$ cat config.mk
export PLATFORM = sky130hd
export DESIGN_NAME = i2c_master_write_read_sequencer
export DESIGN_NICKNAME = d
export VERILOG_FILES = /design/src/rtl/i2c_seq_pkg.sv /design/src/rtl/i2c_master_write_read_sequencer.sv
export SDC_FILE = /design/constraint.sdc
export NUM_CORES = 1
export LEC_CHECK = 0
export ABC_AREA = 0
export BUFFER_PORTS_ARGS = -buffer_cell sky130_fd_sc_hd__buf_2
export CORE_MARGIN = 8
export CORE_UTILIZATION = 51
export CTS_BUF_LIST = sky130_fd_sc_hd__clkbuf_8
export CTS_CLUSTER_DIAMETER = 200
export DETAILED_ROUTE_END_ITERATION = 10
export PLACE_DENSITY = 0.74
export SYNTH_ARGS = -nofsm -noshare
export SYNTH_HDL_FRONTEND = slang
export SYNTH_SLANG_ARGS = --single-unit
$ cat constraint.sdc
create_clock -name clock -period 5.8 [get_ports clock]
set_input_delay 0.29 -clock clock [delete_from_list [all_inputs] [get_ports clock]]
set_output_delay 0.29 -clock clock [all_outputs]
set_load 0.005 [all_outputs]
$ cat src/rtl/i2c_seq_pkg.sv
// Package for the I2C master sequencer: item types, phase encoding and bus codes.
`timescale 1ns / 1ps
`default_nettype none

package i2c_seq_pkg;

   // request item commands
   localparam logic [1:0] CMD_BEGIN  = 2'd0;
   localparam logic [1:0] CMD_WRITE  = 2'd1;
   localparam logic [1:0] CMD_STATUS = 2'd2;

   // bus actions
   localparam logic [2:0] ACT_NONE    = 3'd0;
   localparam logic [2:0] ACT_START   = 3'd1;
   localparam logic [2:0] ACT_ADDR    = 3'd2;
   localparam logic [2:0] ACT_DATA    = 3'd3;
   localparam logic [2:0] ACT_RX_ACK  = 3'd4;
   localparam logic [2:0] ACT_RX_NACK = 3'd5;
   localparam logic [2:0] ACT_STOP    = 3'd6;

   // engine status codes, compared after masking
   localparam logic [7:0] STATUS_MASK     = 8'hF8;
   localparam logic [7:0] ST_REP_START    = 8'h10;
   localparam logic [7:0] ST_MT_SLA_ACK   = 8'h18;
   localparam logic [7:0] ST_MT_DATA_ACK  = 8'h28;
   localparam logic [7:0] ST_MR_SLA_ACK   = 8'h40;
   localparam logic [7:0] ST_MR_DATA_ACK  = 8'h50;
   localparam logic [7:0] ST_MR_DATA_NACK = 8'h58;

   // transaction phase
   typedef enum logic [3:0] {
      PH_IDLE          = 4'd0,
      PH_WAIT_START    = 4'd1,
      PH_WAIT_SLAW     = 4'd2,
      PH_WANT_DATA     = 4'd3,
      PH_WAIT_DATA     = 4'd4,
      PH_WAIT_REPSTART = 4'd5,
      PH_WAIT_SLAR     = 4'd6,
      PH_WAIT_RX_ACK   = 4'd7,
      PH_WAIT_RX_NACK  = 4'd8
   } phase_type;

   typedef struct packed {
      logic [1:0] command;
      logic [7:0] target_address;
      logic       with_read;
      logic [7:0] request_count;
      logic [7:0] response_count;
      logic [7:0] write_byte;
      logic [7:0] bus_status;
      logic [7:0] bus_read_byte;
   } req_type;

   typedef struct packed {
      logic [2:0] bus_action;
      logic [7:0] bus_byte;
      logic       need_data;
      logic       read_valid;
      logic [7:0] read_byte;
      logic       done_res;
      logic       failed;
   } rsp_type;

endpackage

`default_nettype wire

$ cat src/rtl/i2c_master_write_read_sequencer.sv
// Top level of the I2C master write/read transaction sequencer.
`timescale 1ns / 1ps
`default_nettype none

// Sequences one I2C master transaction (start, address, write bytes, optional
// repeated start and reads, stop) one bus action per item. Every request item
// (begin, write byte or engine status event) yields exactly one response item;
// items that do not fit the current phase yield an all-zero response. Each
// item passes an input register and a result register; one item is taken every
// cycle unless the response side stalls. The phase and counter update, the only
// limit, finishes in the cycle an item leaves the input register.
// Status bytes are compared with their three low bits masked off.
module i2c_master_write_read_sequencer (
   input  wire                       clock,
   input  wire                       reset,
   input  wire                       req_valid,
   output logic                      req_stall,
   input  wire i2c_seq_pkg::req_type req_data,
   output logic                      rsp_valid,
   input  wire                       rsp_stall,
   output i2c_seq_pkg::rsp_type      rsp_data
);

   // pipeline registers
   logic                  in_valid_ff, in_valid_in;
   i2c_seq_pkg::req_type  in_item_ff, in_item_in;
   logic                  out_valid_ff, out_valid_in;
   i2c_seq_pkg::rsp_type  out_item_ff, out_item_in;

   // transaction state
   i2c_seq_pkg::phase_type phase_ff, phase_in;
   logic [3:0]             addr_hi_ff, addr_hi_in;
   logic                   read_wanted_ff, read_wanted_in;
   logic [7:0]             to_send_ff, to_send_in;
   logic [7:0]             to_read_ff, to_read_in;

   logic                   advance;
   logic [7:0]             status_m;
   logic [7:0]             read_dec;
   logic [7:0]             send_dec;
   i2c_seq_pkg::rsp_type   rsp_in;

   // handshake: item moves on when the result register is free or draining
   always_comb begin
      advance   = in_valid_ff && (!out_valid_ff || !rsp_stall);
      req_stall = in_valid_ff && !advance;
      rsp_valid = out_valid_ff;
      rsp_data  = out_item_ff;
   end

   // pipeline register next values
   always_comb begin
      in_valid_in  = in_valid_ff;
      in_item_in   = in_item_ff;
      out_valid_in = out_valid_ff;
      out_item_in  = out_item_ff;
      if (!req_stall) begin
         in_valid_in = req_valid;
         if (req_valid) begin
            in_item_in = req_data;
         end
      end
      if (advance) begin
         out_valid_in = 1'b1;
         out_item_in  = rsp_in;
      end else if (!rsp_stall) begin
         out_valid_in = 1'b0;
      end
   end

   // sequencer: response and next state for the item in the input register
   always_comb begin
      status_m       = in_item_ff.bus_status & i2c_seq_pkg::STATUS_MASK;
      read_dec       = to_read_ff - 8'd1;
      send_dec       = to_send_ff - 8'd1;
      rsp_in         = '0;
      phase_in       = phase_ff;
      addr_hi_in     = addr_hi_ff;
      read_wanted_in = read_wanted_ff;
      to_send_in     = to_send_ff;
      to_read_in     = to_read_ff;

      case (in_item_ff.command)
         i2c_seq_pkg::CMD_BEGIN: begin
            if (phase_ff == i2c_seq_pkg::PH_IDLE) begin
               addr_hi_in        = in_item_ff.target_address[7:4];
               read_wanted_in    = in_item_ff.with_read;
               to_send_in        = in_item_ff.request_count;
               to_read_in        = (in_item_ff.response_count == 8'd0) ?
                                   8'd1 : in_item_ff.response_count;
               rsp_in.bus_action = i2c_seq_pkg::ACT_START;
               phase_in          = i2c_seq_pkg::PH_WAIT_START;
            end
         end
         i2c_seq_pkg::CMD_WRITE: begin
            if (phase_ff == i2c_seq_pkg::PH_WANT_DATA) begin
               rsp_in.bus_action = i2c_seq_pkg::ACT_DATA;
               rsp_in.bus_byte   = in_item_ff.write_byte;
               to_send_in        = send_dec;
               phase_in          = i2c_seq_pkg::PH_WAIT_DATA;
            end
         end
         i2c_seq_pkg::CMD_STATUS: begin
            case (phase_ff)
               i2c_seq_pkg::PH_WAIT_START: begin
                  // status after the first start is not checked
                  rsp_in.bus_action = i2c_seq_pkg::ACT_ADDR;
                  rsp_in.bus_byte   = {addr_hi_ff, 4'b0000};
                  phase_in          = i2c_seq_pkg::PH_WAIT_SLAW;
               end
               i2c_seq_pkg::PH_WAIT_SLAW, i2c_seq_pkg::PH_WAIT_DATA: begin
                  if ((phase_ff == i2c_seq_pkg::PH_WAIT_SLAW &&
                       status_m != i2c_seq_pkg::ST_MT_SLA_ACK) ||
                      (phase_ff == i2c_seq_pkg::PH_WAIT_DATA &&
                       status_m != i2c_seq_pkg::ST_MT_DATA_ACK)) begin
                     rsp_in.bus_action = i2c_seq_pkg::ACT_STOP;
                     rsp_in.done_res   = 1'b1;
                     rsp_in.failed     = 1'b1;
                     phase_in          = i2c_seq_pkg::PH_IDLE;
                  end else if (to_send_ff != 8'd0) begin
                     rsp_in.need_data = 1'b1;
                     phase_in         = i2c_seq_pkg::PH_WANT_DATA;
                  end else if (read_wanted_ff) begin
                     rsp_in.bus_action = i2c_seq_pkg::ACT_START;
                     phase_in          = i2c_seq_pkg::PH_WAIT_REPSTART;
                  end else begin
                     rsp_in.bus_action = i2c_seq_pkg::ACT_STOP;
                     rsp_in.done_res   = 1'b1;
                     phase_in          = i2c_seq_pkg::PH_IDLE;
                  end
               end
               i2c_seq_pkg::PH_WAIT_REPSTART: begin
                  if (status_m != i2c_seq_pkg::ST_REP_START) begin
                     rsp_in.bus_action = i2c_seq_pkg::ACT_STOP;
                     rsp_in.done_res   = 1'b1;
                     rsp_in.failed     = 1'b1;
                     phase_in          = i2c_seq_pkg::PH_IDLE;
                  end else begin
                     rsp_in.bus_action = i2c_seq_pkg::ACT_ADDR;
                     rsp_in.bus_byte   = {addr_hi_ff, 4'b0001};
                     phase_in          = i2c_seq_pkg::PH_WAIT_SLAR;
                  end
               end
               i2c_seq_pkg::PH_WAIT_SLAR: begin
                  if (status_m != i2c_seq_pkg::ST_MR_SLA_ACK) begin
                     rsp_in.bus_action = i2c_seq_pkg::ACT_STOP;
                     rsp_in.done_res   = 1'b1;
                     rsp_in.failed     = 1'b1;
                     phase_in          = i2c_seq_pkg::PH_IDLE;
                  end else if (to_read_ff > 8'd1) begin
                     rsp_in.bus_action = i2c_seq_pkg::ACT_RX_ACK;
                     phase_in          = i2c_seq_pkg::PH_WAIT_RX_ACK;
                  end else begin
                     rsp_in.bus_action = i2c_seq_pkg::ACT_RX_NACK;
                     phase_in          = i2c_seq_pkg::PH_WAIT_RX_NACK;
                  end
               end
               i2c_seq_pkg::PH_WAIT_RX_ACK: begin
                  // received byte is passed on even when the status is wrong
                  rsp_in.read_valid = 1'b1;
                  rsp_in.read_byte  = in_item_ff.bus_read_byte;
                  if (status_m != i2c_seq_pkg::ST_MR_DATA_ACK) begin
                     rsp_in.bus_action = i2c_seq_pkg::ACT_STOP;
                     rsp_in.done_res   = 1'b1;
                     rsp_in.failed     = 1'b1;
                     phase_in          = i2c_seq_pkg::PH_IDLE;
                  end else begin
                     to_read_in = read_dec;
                     if (read_dec > 8'd1) begin
                        rsp_in.bus_action = i2c_seq_pkg::ACT_RX_ACK;
                        phase_in          = i2c_seq_pkg::PH_WAIT_RX_ACK;
                     end else begin
                        rsp_in.bus_action = i2c_seq_pkg::ACT_RX_NACK;
                        phase_in          = i2c_seq_pkg::PH_WAIT_RX_NACK;
                     end
                  end
               end
               i2c_seq_pkg::PH_WAIT_RX_NACK: begin
                  rsp_in.read_valid = 1'b1;
                  rsp_in.read_byte  = in_item_ff.bus_read_byte;
                  rsp_in.bus_action = i2c_seq_pkg::ACT_STOP;
                  rsp_in.done_res   = 1'b1;
                  rsp_in.failed     = (status_m != i2c_seq_pkg::ST_MR_DATA_NACK);
                  phase_in          = i2c_seq_pkg::PH_IDLE;
               end
               default: begin
                  // idle or waiting for a write byte: ignored
               end
            endcase
         end
         default: begin
            // unused command: ignored
         end
      endcase
   end

   // registers
   always_ff @(posedge clock) begin
      if (reset) begin
         in_valid_ff    <= 1'b0;
         out_valid_ff   <= 1'b0;
         phase_ff       <= i2c_seq_pkg::PH_IDLE;
         addr_hi_ff     <= 4'd0;
         read_wanted_ff <= 1'b0;
         to_send_ff     <= 8'd0;
         to_read_ff     <= 8'd0;
      end else begin
         in_valid_ff  <= in_valid_in;
         out_valid_ff <= out_valid_in;
         if (advance) begin
            phase_ff       <= phase_in;
            addr_hi_ff     <= addr_hi_in;
            read_wanted_ff <= read_wanted_in;
            to_send_ff     <= to_send_in;
            to_read_ff     <= to_read_in;
         end
      end
   end

   always_ff @(posedge clock) begin
      in_item_ff  <= in_item_in;
      out_item_ff <= out_item_in;
   end

   // checks
   a_done_is_stop: assert property (@(posedge clock) disable iff (reset)
      rsp_valid && rsp_data.done_res |-> rsp_data.bus_action == i2c_seq_pkg::ACT_STOP)
      else $error("done without stop action");

   a_fail_needs_done: assert property (@(posedge clock) disable iff (reset)
      rsp_valid && rsp_data.failed |-> rsp_data.done_res)
      else $error("failure flagged without done");

   a_done_goes_idle: assert property (@(posedge clock) disable iff (reset)
      advance && rsp_in.done_res |=> phase_ff == i2c_seq_pkg::PH_IDLE)
      else $error("phase not idle after stop");

   a_need_data_phase: assert property (@(posedge clock) disable iff (reset)
      advance && rsp_in.need_data |=> phase_ff == i2c_seq_pkg::PH_WANT_DATA)
      else $error("write byte requested outside want-data phase");

   a_stall_only_full: assert property (@(posedge clock) disable iff (reset)
      req_stall |-> in_valid_ff && out_valid_ff && rsp_stall)
      else $error("request stalled with room in the pipeline");

endmodule

`default_nettype wire

==> impl_metrics.ini <==
[cts]
ctsResizeCount = 0
htree_levels = 3
cts_tree = done
clk_pin_slew_ps = 110
ctsHoldBuffers = 0
numCtsBuffers = 9
clock_sinks = 94
clockRootBuffer = clkbuf_8
clock_latency_ps = 360
post-cts-setup-buffers = 0
clockBufferDepth = 2

[route]
dr.pass1.iters = 4
drt_iter0_markers = 175
wl_per_cell_um = 15.5
vias_per_cell = 5.60
wl_mm = 8.55
ant_nets = 0
vias = 3096
drcViolationCount = 0

[power_and_ir_drop]
p_sw_share_pct = 25.3
switchingPower_w = 0.000327
p_leak_nw = 1.91
intPower_w = 0.000964
pwr-share-seq_pct = 59.3
p_clk_share_pct = 32.7
vdd_ir_drop_max_uv = 161
powerDensity_mw_per_mm2 = 263
p_comb_share_pct = 8.0
p_total_w = 0.00129

[synth]
synthCells = 374
ys_top_cells_by_count = edfxtp_1 (67), nor2_1 (39), nand2_1 (34), dfxtp_1 (27), a21oi_1 (14)
async_flop_share_pct = 0
synth-simple-area-share_pct = 18.6
yosys_most_used_dff = edfxtp_1
synth.area.top_cells = edfxtp_1 (47%), dfxtp_1 (13%), nor2_1 (3.4%)
syn_nets = 438
synth.most_common_cell = edfxtp_1
synth_mux_area_share_pct = 1.68
synth.top_cell.area_share_pct = 47.3
yosysTopAreaCell = edfxtp_1
synth-edff-count = 67
synth_area_per_cell_um2 = 11.4
netlist_area_mm2 = 0.00425
synth-seq-area-share_pct = 60.0
synth_top_family_by_area = simple AND/OR/NAND/NOR gates
synth-compound-area-share_pct = 14.2
synth_seq_cells = 94
synthAdderAreaFrac_pct = 2.65
synthXorXnorAreaFrac_pct = 0.412
synth.distinct_cells = 58
yosys_warnings = 0

[critical_path]
worstSetupEndpointType = register
ff2ff_path_depth = 8
cp_slowest_cell = a21oi_1
reg2reg_slack_ps = 2940
worst-path-buf-inv = 2
startpoint_type = register
r2r-end = to_read_ff[3]
crit_path_cell_trace = inv_1, ha_1, clkinv_1, nand2_1, a21oi_1, o21ai_0, a22oi_1, nor2_1
critPathMaxFanout = 17
worstPathArrival_ps = 3090
critPathKind = register to register
cpLargestDelayFamily = compound AO/OA/AOI/OAI gates
critPathMaxStageDelay_ps = 920
crit_required_ps = 6030
crit-reg2reg-launch = in_item_ff[49]

[floorplan]
io_pins = 80
core_area_mm2 = 0.00813
die_w_um = 107
die_area_mm2 = 0.0115
num_rows = 33
die_h_um = 107
start_util_pct = 52.3

[worst_hold_path]
holdPathStages = 1
holdPathEnd = in_item_ff[22]
hold_start = req_data[22]
hp-class = input pin to register

[placed_design]
io_buffers = 72
detailed_place_hpwl_mm = 6.12
routabilityCongestion = 0.846
dpl_cell_area_mm2 = 0.00470

[timing]
rsz0062_at_grt = false
clock_skew_ps = 11.4
slew_headroom_pct = 22.6
fmax_mhz = 350
slew_violations = 0
period_needed_ps = 2860
worst_slew_pin_slew_ps = 1160
setup_tns_ps = 0
setup_violations = 0
finalHoldViolCount = 0
finalCritPeriodShare_pct = 49.3

[global_route]
met3_usage_pct = 3.77
grt_busiest_layer = met2
met2_usage_pct = 25.8
grt_pass1_vias = 3108
grt_max_degree = 45
antenna_found_initial = 0
overflow = 0
grt_util_all_layers_pct = 15.2
grt_first_pass_wirelength_mm = 14.2
grt_use_met1_pct = 17.8

[layout]
syn_to_final_growth_pct = 15.2
drive_gt1_share_pct = 22.1
num_antenna_cells = 0
final_design_area_no_fill_mm2 = 0.00490
num-nets-final = 507
nFillCells = 645

[status]
outcome = finished clean

[job]
maxCapViolCount = 0
==> state kept, by name, summed over array words and instances, names as in the netlist, 4 cells and up <==
register	cells
in_item_ff	44
rsp_data	23
to_read_ff	8
to_send_ff	8
addr_hi_ff	4
phase_ff	4
==> worst max-delay path by stage <==
stage,cells after the start,slack (ps),start,end
floorplan,2,2860,rsp_valid,in_item_ff[0]
global placement,8,3080,in_item_ff[49],to_read_ff[3]
detailed placement,8,2980,in_item_ff[49],to_read_ff[3]
CTS,8,2960,in_item_ff[49],to_read_ff[3]
global route,8,2700,in_item_ff[49],to_read_ff[3]
finish,8,2940,in_item_ff[49],to_read_ff[3]
==> area by class of cell <==
class | count | area, µm² | share of cell area [%]
Timing Repair Buffer | 73 | 368 | 7.51
Clock buffer | 9 | 124 | 2.53
Multi-Input combinational cell | 253 | 1600 | 32.7
Inverter | 12 | 45.0 | 0.919
Sequential cell | 94 | 2550 | 52.1
Clock inverter | 7 | 75.1 | 1.53
Tap cell | 105 | 131 | 2.68
==> metrics by stage <==
step                      hold slack [ps]  cells  worst slack (ps)  utilization [%]
final                                94.0    553              2940             60.2
after detailed placement              468    537              2980             57.8
after global placement                452    537              3080             57.8
after floorplan                       389    374              2860                -
after global routing                 67.3    553              2700             60.2
after CTS                            77.6    553              2960             60.2
==> power by group through the flow <==
stage          logic (W)  registers, W  clock network, W
2_1_floorplan  0.0000640      0.000777                 0
3_3_place_gp    0.000101      0.000779                 0
3_5_place_dp    0.000104      0.000780                 0
4_1_cts         0.000104      0.000765          0.000431
5_1_grt         0.000115      0.000768          0.000460
6_report        0.000104      0.000765          0.000422
==> layer usage <==
metal / vias up / share of wire [%] / wire (µm)
met2: 100 / 50 / 4250
li1: 1531 / - / -
met5: - / 0 / 0
met1: 1449 / 43 / 3710
met3: 16 / 4.8 / 414
met4: 0 / 2.0 / 173
==> worst register-to-register path, delay by kind of cell, from the launching register on <==
family                     cells  cell delay [ps]
adders and majority gates      1              410
and+or+nand+nor                2              150
AOI/OAI and AO/OA              3             1360
DFF                            1              380
buffers and inverters          2              440
==> cell usage in the layout, fill, tap and decap left out, types with 10 or more instances in the layout <==
cell      instances
buf_2            72
edfxtp_1         67
nor2_1           39
nand2_1          34
dfxtp_1          27
a21oi_1          14
and2_1           11
inv_1            10
a22oi_1          10
==> cells by family (layout without fill, tap and decap cells) <==
kind of cell    count (synthesis)  count (layout)
fa+ha+maj                       9               9
flops                          94              94
mux                             7               7
xor+xnor                        2               2
compound gates                 86              86
simple gates                  149             149
buf+inv                        27             101
(Power assumes the default switching activity.)
